### src/design/ddo_pkg.sv
// types, constants and helper functions for the odometry block
`default_nettype none

package ddo_pkg;

  localparam int unsigned CordicIterDefault = 16;
  localparam int unsigned AtanLen           = 24;
  localparam int unsigned MulDigit          = 4;
  localparam int unsigned MulSteps          = 6;
  localparam int unsigned DivSteps          = 24;

  localparam logic [19:0] CircReset     = 20'd13382;
  localparam logic [23:0] InvBaseReset  = 24'd327680;
  localparam logic [15:0] DeadBandReset = 16'd66;

  localparam logic signed [33:0] CordicGain = 34'sd652032874;
  localparam logic [17:0]        YawScale   = 18'd174993;
  localparam logic [57:0]        PosDivisor = 58'd16384000000;
  localparam logic [57:0]        PosHalf    = 58'd8192000000;

  typedef enum logic [1:0] {
    CFG_CIRC      = 2'd0,
    CFG_INV_BASE  = 2'd1,
    CFG_DEAD_BAND = 2'd2
  } cfg_idx_e;

  typedef enum logic [1:0] {
    DIR_STOP = 2'd0,
    DIR_FWD  = 2'd1,
    DIR_REV  = 2'd2
  } dir_e;

  typedef enum logic [3:0] {
    ST_IDLE,
    ST_VL,
    ST_VR,
    ST_W,
    ST_WT,
    ST_WK,
    ST_C1,
    ST_PX1,
    ST_PX2,
    ST_DX,
    ST_PY1,
    ST_PY2,
    ST_DY,
    ST_C2
  } state_e;

  // arctangent of 2^-i, binary angle with 2^32 per turn
  function automatic logic signed [33:0] atan_q30(logic [4:0] i);
    logic signed [33:0] r;
    case (i)
      5'd0:    r = 34'sh020000000;
      5'd1:    r = 34'sh012E4051E;
      5'd2:    r = 34'sh009FB385B;
      5'd3:    r = 34'sh0051111D4;
      5'd4:    r = 34'sh0028B0D43;
      5'd5:    r = 34'sh00145D7E1;
      5'd6:    r = 34'sh000A2F61E;
      5'd7:    r = 34'sh000517C55;
      5'd8:    r = 34'sh00028BE53;
      5'd9:    r = 34'sh000145F2F;
      5'd10:   r = 34'sh0000A2F98;
      5'd11:   r = 34'sh0000517CC;
      5'd12:   r = 34'sh000028BE6;
      5'd13:   r = 34'sh0000145F3;
      5'd14:   r = 34'sh00000A2FA;
      5'd15:   r = 34'sh00000517D;
      5'd16:   r = 34'sh0000028BE;
      5'd17:   r = 34'sh00000145F;
      5'd18:   r = 34'sh000000A30;
      5'd19:   r = 34'sh000000518;
      5'd20:   r = 34'sh00000028C;
      5'd21:   r = 34'sh000000146;
      5'd22:   r = 34'sh0000000A3;
      5'd23:   r = 34'sh000000051;
      default: r = '0;
    endcase
    return r;
  endfunction

  function automatic logic signed [23:0] sat24(logic signed [63:0] a);
    logic signed [23:0] r;
    if (a > 64'sd8388607) begin
      r = 24'sh7FFFFF;
    end else if (a < -64'sd8388608) begin
      r = 24'sh800000;
    end else begin
      r = a[23:0];
    end
    return r;
  endfunction

  function automatic logic signed [31:0] sat32(logic signed [63:0] a);
    logic signed [31:0] r;
    if (a > 64'sd2147483647) begin
      r = 32'sh7FFFFFFF;
    end else if (a < -64'sd2147483648) begin
      r = 32'sh80000000;
    end else begin
      r = a[31:0];
    end
    return r;
  endfunction

  // q30 to q1.14 with rounding, clamp and optional half-turn negation
  function automatic logic signed [15:0] trig_round(logic signed [33:0] a, logic flip);
    logic signed [33:0] t;
    logic signed [15:0] r;
    t = (a + 34'sd32768) >>> 16;
    if (t > 34'sd16384) begin
      r = 16'sd16384;
    end else if (t < -34'sd16384) begin
      r = -16'sd16384;
    end else begin
      r = t[15:0];
    end
    if (flip) begin
      r = -r;
    end
    return r;
  endfunction

endpackage

`default_nettype wire

### src/design/diff_drive_odometry.sv
// differential-drive odometry: wheel speeds to pose, heading, quaternion, body speed and turn rate
// one word at a time: input is taken only in idle, and idle follows only once the
// previous result is registered; each word passes the shared 4-bit digit
// multiplier (nine products), the radix-2 divider (two quotients) and the cordic
// reset clears pose and heading, reloads the register defaults and empties the output
`default_nettype none

module diff_drive_odometry import ddo_pkg::*; #(
  parameter int unsigned CORDIC_ITERATIONS = CordicIterDefault
) (
  input  wire logic         clk_i,
  input  wire logic         rst_ni,
  // input word
  input  wire logic         s_axis_tvalid,
  output logic              s_axis_tready,
  // left_dir[1:0], left_rps[25:2], right_dir[27:26], right_rps[51:28], tick_us[69:52]
  input  wire logic [71:0]  s_axis_tdata,
  // result word
  output logic              m_axis_tvalid,
  input  wire logic         m_axis_tready,
  // pos_x[31:0], pos_y[63:32], heading[79:64], quat_z[95:80], quat_w[111:96],
  // body_speed[135:112], turn_rate[159:136]
  output logic [159:0]      m_axis_tdata,
  // register writes
  input  wire logic         cfg_valid_i,
  output logic              cfg_ready_o,
  input  wire logic [1:0]   cfg_index_i,
  input  wire logic [23:0]  cfg_data_i
);

  // iterations beyond the arctangent table length add nothing
  localparam int unsigned IterEff  = (CORDIC_ITERATIONS > AtanLen) ? AtanLen : CORDIC_ITERATIONS;
  localparam logic [4:0]  IterLast = 5'(IterEff);
  localparam logic [4:0]  MulLast  = 5'(MulSteps);
  localparam logic [4:0]  DivLast  = 5'(DivSteps);

  state_e state_q, state_d;
  logic [4:0] cnt_q;
  logic [4:0] step_last;
  logic       step_done;
  logic       in_acc, out_free;

  // configuration and pose state
  logic [19:0]        circ_q;
  logic [23:0]        ibase_q;
  logic [15:0]        dband_q;
  logic [15:0]        yaw_q;
  logic signed [31:0] x_q, y_q;

  // latched input
  logic        lzero_q, lneg_q, rzero_q, rneg_q;
  logic [23:0] rrps_q;
  logic [17:0] t_q;

  // speeds
  logic signed [28:0] vl_q;
  logic signed [23:0] v_q, w_q;

  // digit-serial multiplier
  logic [63:0] ma_q, acc_q;
  logic [23:0] mb_q;
  logic        neg_q;

  // cordic
  logic signed [33:0] cx_q, cy_q, cz_q;
  logic               flip_q;
  logic signed [15:0] s_q;

  // radix-2 divider
  logic [57:0] rem_q, dv_q;
  logic [23:0] quo_q;

  // output register
  logic         ovalid_q;
  logic [159:0] out_q;

  // input fields
  logic [1:0]  in_ldir, in_rdir;
  logic [23:0] in_lrps, in_rrps;
  logic [17:0] in_tick;

  assign in_ldir = s_axis_tdata[1:0];
  assign in_lrps = s_axis_tdata[25:2];
  assign in_rdir = s_axis_tdata[27:26];
  assign in_rrps = s_axis_tdata[51:28];
  assign in_tick = s_axis_tdata[69:52];

  assign in_acc   = s_axis_tvalid && s_axis_tready;
  assign out_free = !ovalid_q || m_axis_tready;

  // ---------------------------------------------------------------------------
  // datapath arithmetic between the registers
  // ---------------------------------------------------------------------------
  logic [63:0]        mul_sum;
  logic [27:0]        spd_mag;
  logic signed [28:0] vl_new, vr_new;
  logic signed [29:0] v_sum, v_diff;
  logic [29:0]        diff_mag;
  logic signed [23:0] v_new, w_new;
  logic [23:0]        w_mag, v_mag;
  logic signed [63:0] acc_s;
  logic [15:0]        dyaw, yaw_new;
  logic [31:0]        ang_raw, ang_rot;
  logic               ang_flip;
  logic signed [33:0] x_shift, y_shift, atan_i;
  logic signed [15:0] cos_r, sin_r;
  logic [15:0]        cos_mag, sin_mag;
  logic               div_ge;
  logic signed [32:0] pos_step;
  logic signed [31:0] x_new, y_new;

  // one digit of the multiplier operand per cycle
  assign mul_sum = acc_q + ma_q * 64'(mb_q[MulDigit-1:0]);

  // wheel speed: round half up on the magnitude, then the direction sign
  assign spd_mag = 28'((acc_q + 64'd32768) >> 16);
  assign vl_new  = lzero_q ? '0 : (lneg_q ? -$signed({1'b0, spd_mag}) : $signed({1'b0, spd_mag}));
  assign vr_new  = rzero_q ? '0 : (rneg_q ? -$signed({1'b0, spd_mag}) : $signed({1'b0, spd_mag}));

  // body speed is the floored mean, the difference feeds the turn rate
  assign v_sum    = 30'(vl_q) + 30'(vr_new);
  assign v_new    = sat24(64'(v_sum >>> 1));
  assign v_diff   = 30'(vr_new) - 30'(vl_q);
  assign diff_mag = v_diff[29] ? 30'(-v_diff) : 30'(v_diff);

  // products are built on magnitudes, the sign comes back here
  assign acc_s = neg_q ? -$signed(acc_q) : $signed(acc_q);
  assign w_new = sat24((acc_s + 64'sd32768) >>> 16);
  assign w_mag = w_new[23] ? 24'(-w_new) : 24'(w_new);
  assign v_mag = v_q[23] ? 24'(-v_q) : 24'(v_q);

  // yaw step rounded to the nearest binary-angle unit, wraps modulo a turn
  assign dyaw    = 16'((acc_s + 64'sh0000_0080_0000_0000) >>> 40);
  assign yaw_new = yaw_q + dyaw;

  // cordic start: full yaw for the position, half yaw for the quaternion
  assign ang_raw  = (state_q == ST_WK) ? {yaw_new, 16'd0} : {1'b0, yaw_q, 15'd0};
  assign ang_flip = ang_raw[31] ^ ang_raw[30];
  assign ang_rot  = ang_flip ? (ang_raw + 32'h8000_0000) : ang_raw;

  assign x_shift = cx_q >>> cnt_q;
  assign y_shift = cy_q >>> cnt_q;
  assign atan_i  = atan_q30(cnt_q);

  assign cos_r   = trig_round(cx_q, flip_q);
  assign sin_r   = trig_round(cy_q, flip_q);
  assign cos_mag = cos_r[15] ? 16'(-cos_r) : 16'(cos_r);
  assign sin_mag = s_q[15] ? 16'(-s_q) : 16'(s_q);

  // restoring division on the magnitude, quotient one bit a cycle
  assign div_ge   = rem_q >= dv_q;
  assign pos_step = neg_q ? -$signed({9'd0, quo_q}) : $signed({9'd0, quo_q});
  assign x_new    = sat32(64'(x_q) + 64'(pos_step));
  assign y_new    = sat32(64'(y_q) + 64'(pos_step));

  // ---------------------------------------------------------------------------
  // sequencer
  // ---------------------------------------------------------------------------
  always_comb begin
    case (state_q)
      ST_C1, ST_C2: step_last = IterLast;
      ST_DX, ST_DY: step_last = DivLast;
      ST_IDLE:      step_last = '0;
      default:      step_last = MulLast;
    endcase
  end

  assign step_done = (cnt_q == step_last);

  always_comb begin
    state_d = state_q;
    case (state_q)
      ST_IDLE: if (s_axis_tvalid) state_d = ST_VL;
      ST_VL:   if (step_done) state_d = ST_VR;
      ST_VR:   if (step_done) state_d = ST_W;
      ST_W:    if (step_done) state_d = ST_WT;
      ST_WT:   if (step_done) state_d = ST_WK;
      ST_WK:   if (step_done) state_d = ST_C1;
      ST_C1:   if (step_done) state_d = ST_PX1;
      ST_PX1:  if (step_done) state_d = ST_PX2;
      ST_PX2:  if (step_done) state_d = ST_DX;
      ST_DX:   if (step_done) state_d = ST_PY1;
      ST_PY1:  if (step_done) state_d = ST_PY2;
      ST_PY2:  if (step_done) state_d = ST_DY;
      ST_DY:   if (step_done) state_d = ST_C2;
      // wait here while the previous result is still unread
      ST_C2:   if (step_done && out_free) state_d = ST_IDLE;
      default: state_d = ST_IDLE;
    endcase
  end

  always_comb begin
    s_axis_tready = (state_q == ST_IDLE);
    cfg_ready_o   = 1'b1;
    m_axis_tvalid = ovalid_q;
    m_axis_tdata  = out_q;
  end

  // control, configuration and pose
  always_ff @(posedge clk_i or negedge rst_ni) begin
    if (!rst_ni) begin
      state_q  <= ST_IDLE;
      cnt_q    <= '0;
      ovalid_q <= 1'b0;
      circ_q   <= CircReset;
      ibase_q  <= InvBaseReset;
      dband_q  <= DeadBandReset;
      yaw_q    <= '0;
      x_q      <= '0;
      y_q      <= '0;
    end else begin
      state_q <= state_d;
      if (state_q != state_d) begin
        cnt_q <= '0;
      end else if (!step_done) begin
        cnt_q <= cnt_q + 5'd1;
      end

      if (cfg_valid_i) begin
        case (cfg_index_i)
          CFG_CIRC:      circ_q  <= cfg_data_i[19:0];
          CFG_INV_BASE:  ibase_q <= cfg_data_i;
          CFG_DEAD_BAND: dband_q <= cfg_data_i[15:0];
          default:       ;
        endcase
      end

      if (state_q == ST_WK && step_done) begin
        yaw_q <= yaw_new;
      end
      if (state_q == ST_DX && step_done) begin
        x_q <= x_new;
      end
      if (state_q == ST_DY && step_done) begin
        y_q <= y_new;
      end

      if (m_axis_tvalid && m_axis_tready) begin
        ovalid_q <= 1'b0;
      end
      if (state_q == ST_C2 && step_done && out_free) begin
        ovalid_q <= 1'b1;
      end
    end
  end

  // working registers of the datapath
  always_ff @(posedge clk_i) begin
    case (state_q)
      ST_IDLE: begin
        if (in_acc) begin
          lzero_q <= (in_ldir == DIR_STOP) || (in_lrps < {8'd0, dband_q});
          lneg_q  <= (in_ldir != DIR_FWD);
          rzero_q <= (in_rdir == DIR_STOP) || (in_rrps < {8'd0, dband_q});
          rneg_q  <= (in_rdir != DIR_FWD);
          rrps_q  <= in_rrps;
          t_q     <= in_tick;
          ma_q    <= 64'(in_lrps);
          mb_q    <= 24'(circ_q);
          acc_q   <= '0;
        end
      end

      ST_C1, ST_C2: begin
        if (!step_done) begin
          if (!cz_q[33]) begin
            cx_q <= cx_q - y_shift;
            cy_q <= cy_q + x_shift;
            cz_q <= cz_q - atan_i;
          end else begin
            cx_q <= cx_q + y_shift;
            cy_q <= cy_q - x_shift;
            cz_q <= cz_q + atan_i;
          end
        end else if (state_q == ST_C1) begin
          s_q   <= sin_r;
          ma_q  <= 64'(v_mag);
          mb_q  <= 24'(cos_mag);
          neg_q <= v_q[23] ^ cos_r[15];
          acc_q <= '0;
        end else if (out_free) begin
          out_q <= {w_q, v_q, cos_r, sin_r, yaw_q, y_q, x_q};
        end
      end

      ST_DX, ST_DY: begin
        if (!step_done) begin
          if (div_ge) begin
            rem_q <= rem_q - dv_q;
          end
          quo_q <= {quo_q[22:0], div_ge};
          dv_q  <= dv_q >> 1;
        end else if (state_q == ST_DX) begin
          ma_q  <= 64'(v_mag);
          mb_q  <= 24'(sin_mag);
          neg_q <= v_q[23] ^ s_q[15];
          acc_q <= '0;
        end else begin
          cx_q   <= CordicGain;
          cy_q   <= '0;
          cz_q   <= 34'($signed(ang_rot));
          flip_q <= ang_flip;
        end
      end

      default: begin
        // multiplier states
        if (!step_done) begin
          acc_q <= mul_sum;
          ma_q  <= ma_q << MulDigit;
          mb_q  <= mb_q >> MulDigit;
        end else begin
          case (state_q)
            ST_VL: begin
              vl_q  <= vl_new;
              ma_q  <= 64'(rrps_q);
              mb_q  <= 24'(circ_q);
              acc_q <= '0;
            end
            ST_VR: begin
              v_q   <= v_new;
              ma_q  <= 64'(diff_mag);
              mb_q  <= ibase_q;
              neg_q <= v_diff[29];
              acc_q <= '0;
            end
            ST_W: begin
              w_q   <= w_new;
              ma_q  <= 64'(w_mag);
              mb_q  <= 24'(t_q);
              neg_q <= w_new[23];
              acc_q <= '0;
            end
            ST_WT: begin
              ma_q  <= acc_q;
              mb_q  <= 24'(YawScale);
              acc_q <= '0;
            end
            ST_WK: begin
              cx_q   <= CordicGain;
              cy_q   <= '0;
              cz_q   <= 34'($signed(ang_rot));
              flip_q <= ang_flip;
            end
            ST_PX1, ST_PY1: begin
              ma_q  <= acc_q;
              mb_q  <= 24'(t_q);
              acc_q <= '0;
            end
            ST_PX2, ST_PY2: begin
              rem_q <= acc_q[57:0] + PosHalf;
              dv_q  <= PosDivisor << (DivSteps - 1);
              quo_q <= '0;
            end
            default: ;
          endcase
        end
      end
    endcase
  end

endmodule

`default_nettype wire

### config.mk
export PLATFORM = sky130hd
export DESIGN_NAME = diff_drive_odometry
export DESIGN_NICKNAME = d
export VERILOG_FILES = /design/src/design/ddo_pkg.sv /design/src/design/diff_drive_odometry.sv
export SDC_FILE = /design/constraint.sdc
export NUM_CORES = 2
export LEC_CHECK = 0
export BUFFER_PORTS_ARGS = -buffer_cell sky130_fd_sc_hd__buf_2
export CORE_MARGIN = 10
export CORE_UTILIZATION = 40
export DETAILED_ROUTE_END_ITERATION = 6
export RECOVER_POWER = 25
export SLEW_MARGIN = 20
export SYNTH_ARGS = -nofsm -noshare
export SYNTH_HDL_FRONTEND = slang
export SYNTH_SLANG_ARGS = --single-unit
### constraint.sdc
create_clock -name clk_i -period 15.79 [get_ports clk_i]
set_clock_uncertainty 0.05 [all_clocks]
set_input_delay 3.158 -clock clk_i [delete_from_list [all_inputs] [get_ports clk_i]]
set_output_delay 3.158 -clock clk_i [all_outputs]
set_load 0.02 [all_outputs]
Yosys cells after proc, flatten, opt, wreduce, memory -nomap -nowiden
Memories as Yosys holds them, arrays and structs flattened.
Index checks and enable logic that the tools add are counted.
- memories: 1
- logic and storage cells: 286
- memory bits (read-only): 960
- flip-flop bits (word level): 845
- bits of input ports: 103
- output and inout port bits: 163
- shift-type cells: 2
- mux-type cells: 115
- add/subtract/negate cells: 31
- order comparisons: 15
- eq/ne operators: 32
- multipliers: 1
- bitwise gates (word level): 8
- reduce and logical (&&, ||, !) cells: 49
- memories (name ; words ; width ; read ports ; clocked after memory_dff ; wr ports ; RTL line ; text):
    (no name shown) ; 32 ; 30 ; 1 ; 0 ; 0 ; ddo_pkg.sv:53 ; case (i)
- operator list (cell ; count):
    $mux W64 ; 14
    $mux W34 ; 18
    $mux W58 ; 7
    $pmux W64 S3 ; 2
    $mux W24 ; 14
    $pmux W34 S3 ; 3
    $pmux W64 S4 ; 1
    $pmux W58 S2 ; 2
    $mux W32 ; 6
    $mux W16 ; 8
    $add A34 B34 Y34 ; 3
    $sub A34 B34 Y34 ; 3
    $pmux W24 S4 ; 1
    $pmux W24 S3 ; 1
    $add A32 B33 Y34 ; 2
    $add A34 B17 Y34 const B ; 2
    $gt A34 B32 Y1 const B ; 2
    $lt A34 B32 Y1 const B ; 2
    $sshr A34 B5 Y34 ; 2
    $add A64 B17 Y64 const B ; 1
    $add A64 B64 Y64 ; 1
    $mul A64 B4 Y64 ; 1
    $neg A16 Y16 ; 4
    $neg A64 Y64 ; 1
    other kinds (64) ; 152

Longest topological paths before layout
- depth after elaboration: 11
- depth in mapped cells: 35
- mapped depth without buffers: 32

Worst setup path before layout
OpenSTA, ideal clock, no wires.
- path type: flip-flop to flip-flop
- from: register cnt_q[1]
- to: register dv_q[0] (enable)
- buffers on the path: 5
- slack: -1295 ps
- data required time: 14789 ps
- cell stages (with the launch flop): 11
- arrival: 16084 ps
- period minus slack after synthesis: 17085 ps
- setup time: 951 ps
- path through: dfrtp_1 > clkbuf_1 > clkbuf_1 > buf_1 > clkbuf_1 > nand2_1 > nor4_1 > nor2_1 > clkbuf_1 > ha_1 > a2111oi_0
- longest elaborated chain between the ends: 3
- elaborated cells between the ends (all ways): 4
- those cells by class: eq/ne: 2; reduce/logical: 2
- ends and longest elaborated chain (element ; RTL line ; text):
    start: declaration ; diff_drive_odometry.sv:38 ; logic [4:0] cnt_q;
    start signal: assignment ; diff_drive_odometry.sv:216 ; cnt_q <= cnt_q + 5'd1;
    $eq A5 B5 Y1 * ; diff_drive_odometry.sv:168 ; assign step_done = (cnt_q == step_last);
    $ne A2 B2 Y1 (no source line) / $reduce_bool A2 Y1 (equally long branches) ; -- ;
    $reduce_and A4 Y1 (no source line) * ; -- ;
    end signal: assignment ; diff_drive_odometry.sv:292 ; dv_q <= dv_q >> 1;
    end signal: assignment ; diff_drive_odometry.sv:352 ; dv_q <= PosDivisor << (DivSteps - 1);
    end: declaration ; diff_drive_odometry.sv:70 ; logic [57:0] rem_q, dv_q;
Every way passes the cells marked *; elsewhere a longest branch is shown, timed or not.
A chain may end at the register's enable or synchronous reset.

Worst setup path in the final report
- from: register acc_q[15]
- to: register ma_q[8] (data pin)
- longest elaborated chain between the ends: 11
- elaborated cells between the ends (all ways): 19
- those cells by class: add/sub: 7; order compare: 2; mux: 10
- ends and longest elaborated chain (element ; RTL line ; text):
    start: declaration ; diff_drive_odometry.sv:60 ; logic [63:0] ma_q, acc_q;
    start signal: assignment ; diff_drive_odometry.sv:309 ; acc_q <= mul_sum;
    $neg A64 Y64 ; diff_drive_odometry.sv:127 ; assign acc_s = neg_q ? -$signed(acc_q) : $signed(acc_q);
    $mux W64 ; diff_drive_odometry.sv:127 ;
    $add A64 B17 Y64 ; diff_drive_odometry.sv:128 ; assign w_new = sat24((acc_s + 64'sd32768) >>> 16);
    $lt A48 B24 Y1 ; ddo_pkg.sv:87 ; end else if (a < -64'sd8388608) begin
    $mux W24 ; ddo_pkg.sv:87 ;
    $mux W24 ; ddo_pkg.sv:85 ; if (a > 64'sd8388607) begin
    $neg A24 Y24 ; diff_drive_odometry.sv:129 ; assign w_mag = w_new[23] ? 24'(-w_new) : 24'(w_new);
    $mux W24 ; diff_drive_odometry.sv:129 ;
    $pmux W64 S4 * ; diff_drive_odometry.sv:313 ; case (state_q)
    $mux W64 * ; diff_drive_odometry.sv:308 ; if (!step_done) begin
    $pmux W64 S3 * ; diff_drive_odometry.sv:249 ; case (state_q)
    end signal: assignment ; diff_drive_odometry.sv:258 ; ma_q <= 64'(in_lrps);
    end signal: assignment ; diff_drive_odometry.sv:310 ; ma_q <= ma_q << MulDigit;
    end signal: assignment ; diff_drive_odometry.sv:316 ; ma_q <= 64'(rrps_q);
    end: declaration ; diff_drive_odometry.sv:60 ;
Marked as above.

==> results.rst <==
.. list-table::
   :header-rows: 1

   * - Metric
     - Value
   * - Resized cells post-CTS
     - 0
   * - DIE WIDTH
     - 442 um
   * - Skew-Pair Late Insertion Delay
     - 0.78 ns
   * - Buffer and inverter count on the worst path
     - 6
   * - Total negative slack
     - 0 ns
   * - Power density normalized to cell area
     - 64.2 nW/um^2
   * - Cell variety after synth
     - 108
   * - Placed instance area
     - 75000 sq um
   * - Routed wire length
     - 231000 um
   * - Flip-flop and latch count after synthesis
     - 844
   * - Headroom to the max-slew limit
     - -194%
   * - Detailed-route DRC error count
     - 0
   * - Number of sinks on the clock net
     - 844
   * - CTS tree
     - done
   * - Most used cell, CP
     - sky130_fd_sc_hd__inv_1
   * - Average routed wire per standard cell
     - 22.4 um
   * - Instance count on the critical path
     - 28
   * - Worst-margin pin slew
     - 4.42 ns
   * - Detailed Routing Iterations Pass 1
     - 6
   * - DR iter-0 viols
     - 5511
   * - Final Hold Vio Count
     - 0
   * - Die Span Y
     - 442 um
   * - Flip-flop cell with the highest count after synthesis
     - sky130_fd_sc_hd__edfxtp_1
   * - CTS clk-pin slew, worst paths
     - 0.06 ns
   * - DP Cell Count
     - 10100
   * - Buffers inserted by post-CTS timing repair
     - 0
   * - Cell count of the worst reg-to-reg path
     - 28
   * - Remaining Overflow, GRT
     - 0
   * - Level count of the clock H-tree
     - 3
   * - Critical Path End Type
     - flop
   * - Post-route standard cell area excluding fillers
     - 78500 sq um
   * - Violated checks
     - max-capacitance violations, max-slew violations
   * - Count of vias placed by the detailed router
     - 60500
   * - Delay-heaviest family, CP
     - simple AND/OR/NAND/NOR gates
   * - Setup-violating endpoint count in the final report
     - 0
   * - Weighted congestion reported at the end of routability-driven placement
     - 0.955
   * - Post-DP HPWL
     - 173000 um
   * - Antenna violations before repair
     - 9
   * - Reported leakage power
     - 30.8 nW
   * - Count of pins over their slew limit
     - 466
   * - Area of the die
     - 196000 sq um
   * - Fraction of layout instances using a drive strength above 1
     - 9.66%
   * - Global-route wire length before repair
     - 353000 um
   * - Pin count of the biggest net entering global routing
     - 94
   * - Layout filler cell count
     - 17000
   * - Path type of the worst setup path
     - reg -> reg
   * - Final net count
     - 8579
   * - Arrival time at the worst endpoint
     - 10.19 ns
   * - Total I/O pin count
     - 266
   * - Count of buffers from port buffering
     - 262
   * - Vias in the first global route
     - 58600
   * - Asr flop ratio synth
     - 17.8%
   * - Worst vdd rail ir drop
     - 0.0799 mV
   * - Max cap viols
     - 9
   * - Count of mapped cells out of synthesis
     - 7788
   * - Final period util
     - 61.8%
   * - Warning count from the yosys run
     - 0
   * - Worst slack after detailed placement
     - 6.61 ns
   * - Total nets after synthesis
     - 8504
   * - Post-synth EDFFs
     - 694
   * - Max Clk Rate
     - 102 MHz
   * - Unrepaired setup endpoints after global routing
     - no
   * - Run status
     - complete, but fails checks
   * - Worst setup margin
     - 6.03 ns
   * - Seq/Total Area, Yosys
     - 34.5%
   * - Remaining antenna violation count
     - 0
   * - Clock buffer count from CTS
     - 102
   * - Site row count
     - 154
   * - Area delta synth->final
     - 9.97%
   * - Data required time of the worst path
     - 16.22 ns
   * - Global-route usage over all layers
     - 22.6%
   * - Depth of the worst hold-timing path
     - 0
   * - Average cell area after synthesis
     - 9.17 sq um
   * - Clock tree buffer depth
     - 3
   * - Hold buffer count at cts
     - 0
   * - Starting utilization of the core area
     - 40.4%
   * - Final period demand of the worst path
     - 9.76 ns
   * - Min-Delay Path Class
     - reg -> reg
   * - Mapped Area
     - 71400 sq um
   * - Placeable core region
     - 177000 sq um
   * - Type of origin of the critical path
     - flop
   * - Delay of the slowest cell on the worst path
     - 0.68 ns
   * - Non-filler cells in the finished layout
     - 10300
   * - Clock root buffer
     - sky130_fd_sc_hd__clkbuf_16
   * - Cell type of the slowest stage on the worst timing path
     - sky130_fd_sc_hd__or4b_1
   * - Number of vias per cell after detailed routing
     - 5.87
   * - Crit-path max FO
     - 29
-- layout make-up --
type | count | area (sq um) | area share (%)
antenna | 4 | 10.0 | 0.0128
clock buffer | 136 | 2880 | 3.66
clock inverter | 53 | 637 | 0.811
inverter | 420 | 1580 | 2.01
multi-input combinational | 6135 | 43900 | 55.9
sequential | 844 | 24600 | 31.4
tap | 2340 | 2930 | 3.73
timing repair buffer | 360 | 2010 | 2.56
-- registers in the layout (all words and copies together) (netlist names), 29 cells and up --
| name | cells |
|---|---|
| dv_q | 57 |
| ma_q | 64 |
| x_q | 32 |
| y_q | 32 |
| rem_q | 58 |
| cy_q | 34 |
| acc_q | 64 |
| vl_q | 29 |
| m_axis_tdata | 160 |
| cz_q | 34 |
| cx_q | 34 |
-- metrics by stage --
stage               util [%]  hold slack [ns]  total power, mW
finish                  44.4            0.369             5.04
global route            44.4            0.374             5.19
CTS                     44.4            0.369             5.10
detailed placement      42.4            0.355             2.59
global placement        42.4            0.357             2.59
floorplan                  -            0.350             2.54
-- layer usage --
metal / GRT usage, % / share of wire (%) / vias to the layer above
li1: - / - / 28300
met1: 30.6 / 43 / 29600
met2: 36.4 / 46 / 2257
met3: 3.94 / 7.5 / 383
met4: 7.97 / 3.6 / 2
met5: 0 / 0.0048 / -
-- layout by cell type, fill, tap and decap left out, drive strengths merged, types with 69 or more instances in the layout --
cell / n
nor3: 149
and3: 77
nand3: 168
a21o: 143
and2: 147
nor4: 69
inv: 419
nand2b: 114
nor2: 707
o21ai: 526
a31oi: 82
fa: 191
dfrtp: 140
xor2: 262
clkbuf: 171
a21oi: 490
edfxtp: 694
nand2: 819
mux2i: 74
xnor2: 488
buf: 325
mux2: 89
ha: 422
o31ai: 78
-- worst paths after layout --
kind | start | end | slack (ns)
max in group asynchronous | rst_ni | cnt_q[0] | 7.38
min | w_q[4] | m_axis_tdata[140] | 0.37
min reg2reg | w_q[4] | m_axis_tdata[140] | 0.37
max | acc_q[15] | ma_q[8] | 6.03
min in group asynchronous | rst_ni | y_q[8] | 2.79
max reg2reg | acc_q[15] | ma_q[8] | 6.03
-- cells by family after synthesis --
group	share of synthesized area, %
buffers and inverters	4.30
AOI/OAI and AO/OA	17.3
other	0.00525
and+or+nand+nor	17.4
DFF	34.5
xor gates and xnor gates	9.23
muxes	4.52
adders and majority gates	12.8
-- where the power goes --
group	total [mW]	leakage [nW]	switching (mW)	internal, mW
Clock	2.50	1.69	1.06	1.44
Combinational	0.109	21.3	0.0562	0.0533
Sequential	2.43	7.77	0.0202	2.41
Total	5.04	30.8	1.13	3.91
-- Yosys cell counts (143+ instances only) --
master	instances	area share [%]
sky130_fd_sc_hd__edfxtp_1	694	29
sky130_fd_sc_hd__nor3_1	147	1.0
sky130_fd_sc_hd__nand3_1	167	1.2
sky130_fd_sc_hd__fa_1	191	5.4
sky130_fd_sc_hd__xnor2_1	487	6.0
sky130_fd_sc_hd__and2_1	146	1.3
sky130_fd_sc_hd__nor2_1	707	3.7
sky130_fd_sc_hd__xor2_1	262	3.2
sky130_fd_sc_hd__a21oi_1	489	3.4
sky130_fd_sc_hd__ha_1	422	7.4
sky130_fd_sc_hd__nand2_1	819	4.3
sky130_fd_sc_hd__clkbuf_1	333	1.8
sky130_fd_sc_hd__o21ai_0	511	3.6
sky130_fd_sc_hd__inv_1	410	2.2
sky130_fd_sc_hd__a21o_1	143	1.5
No activity file was read; power rests on OpenSTA's default activity.
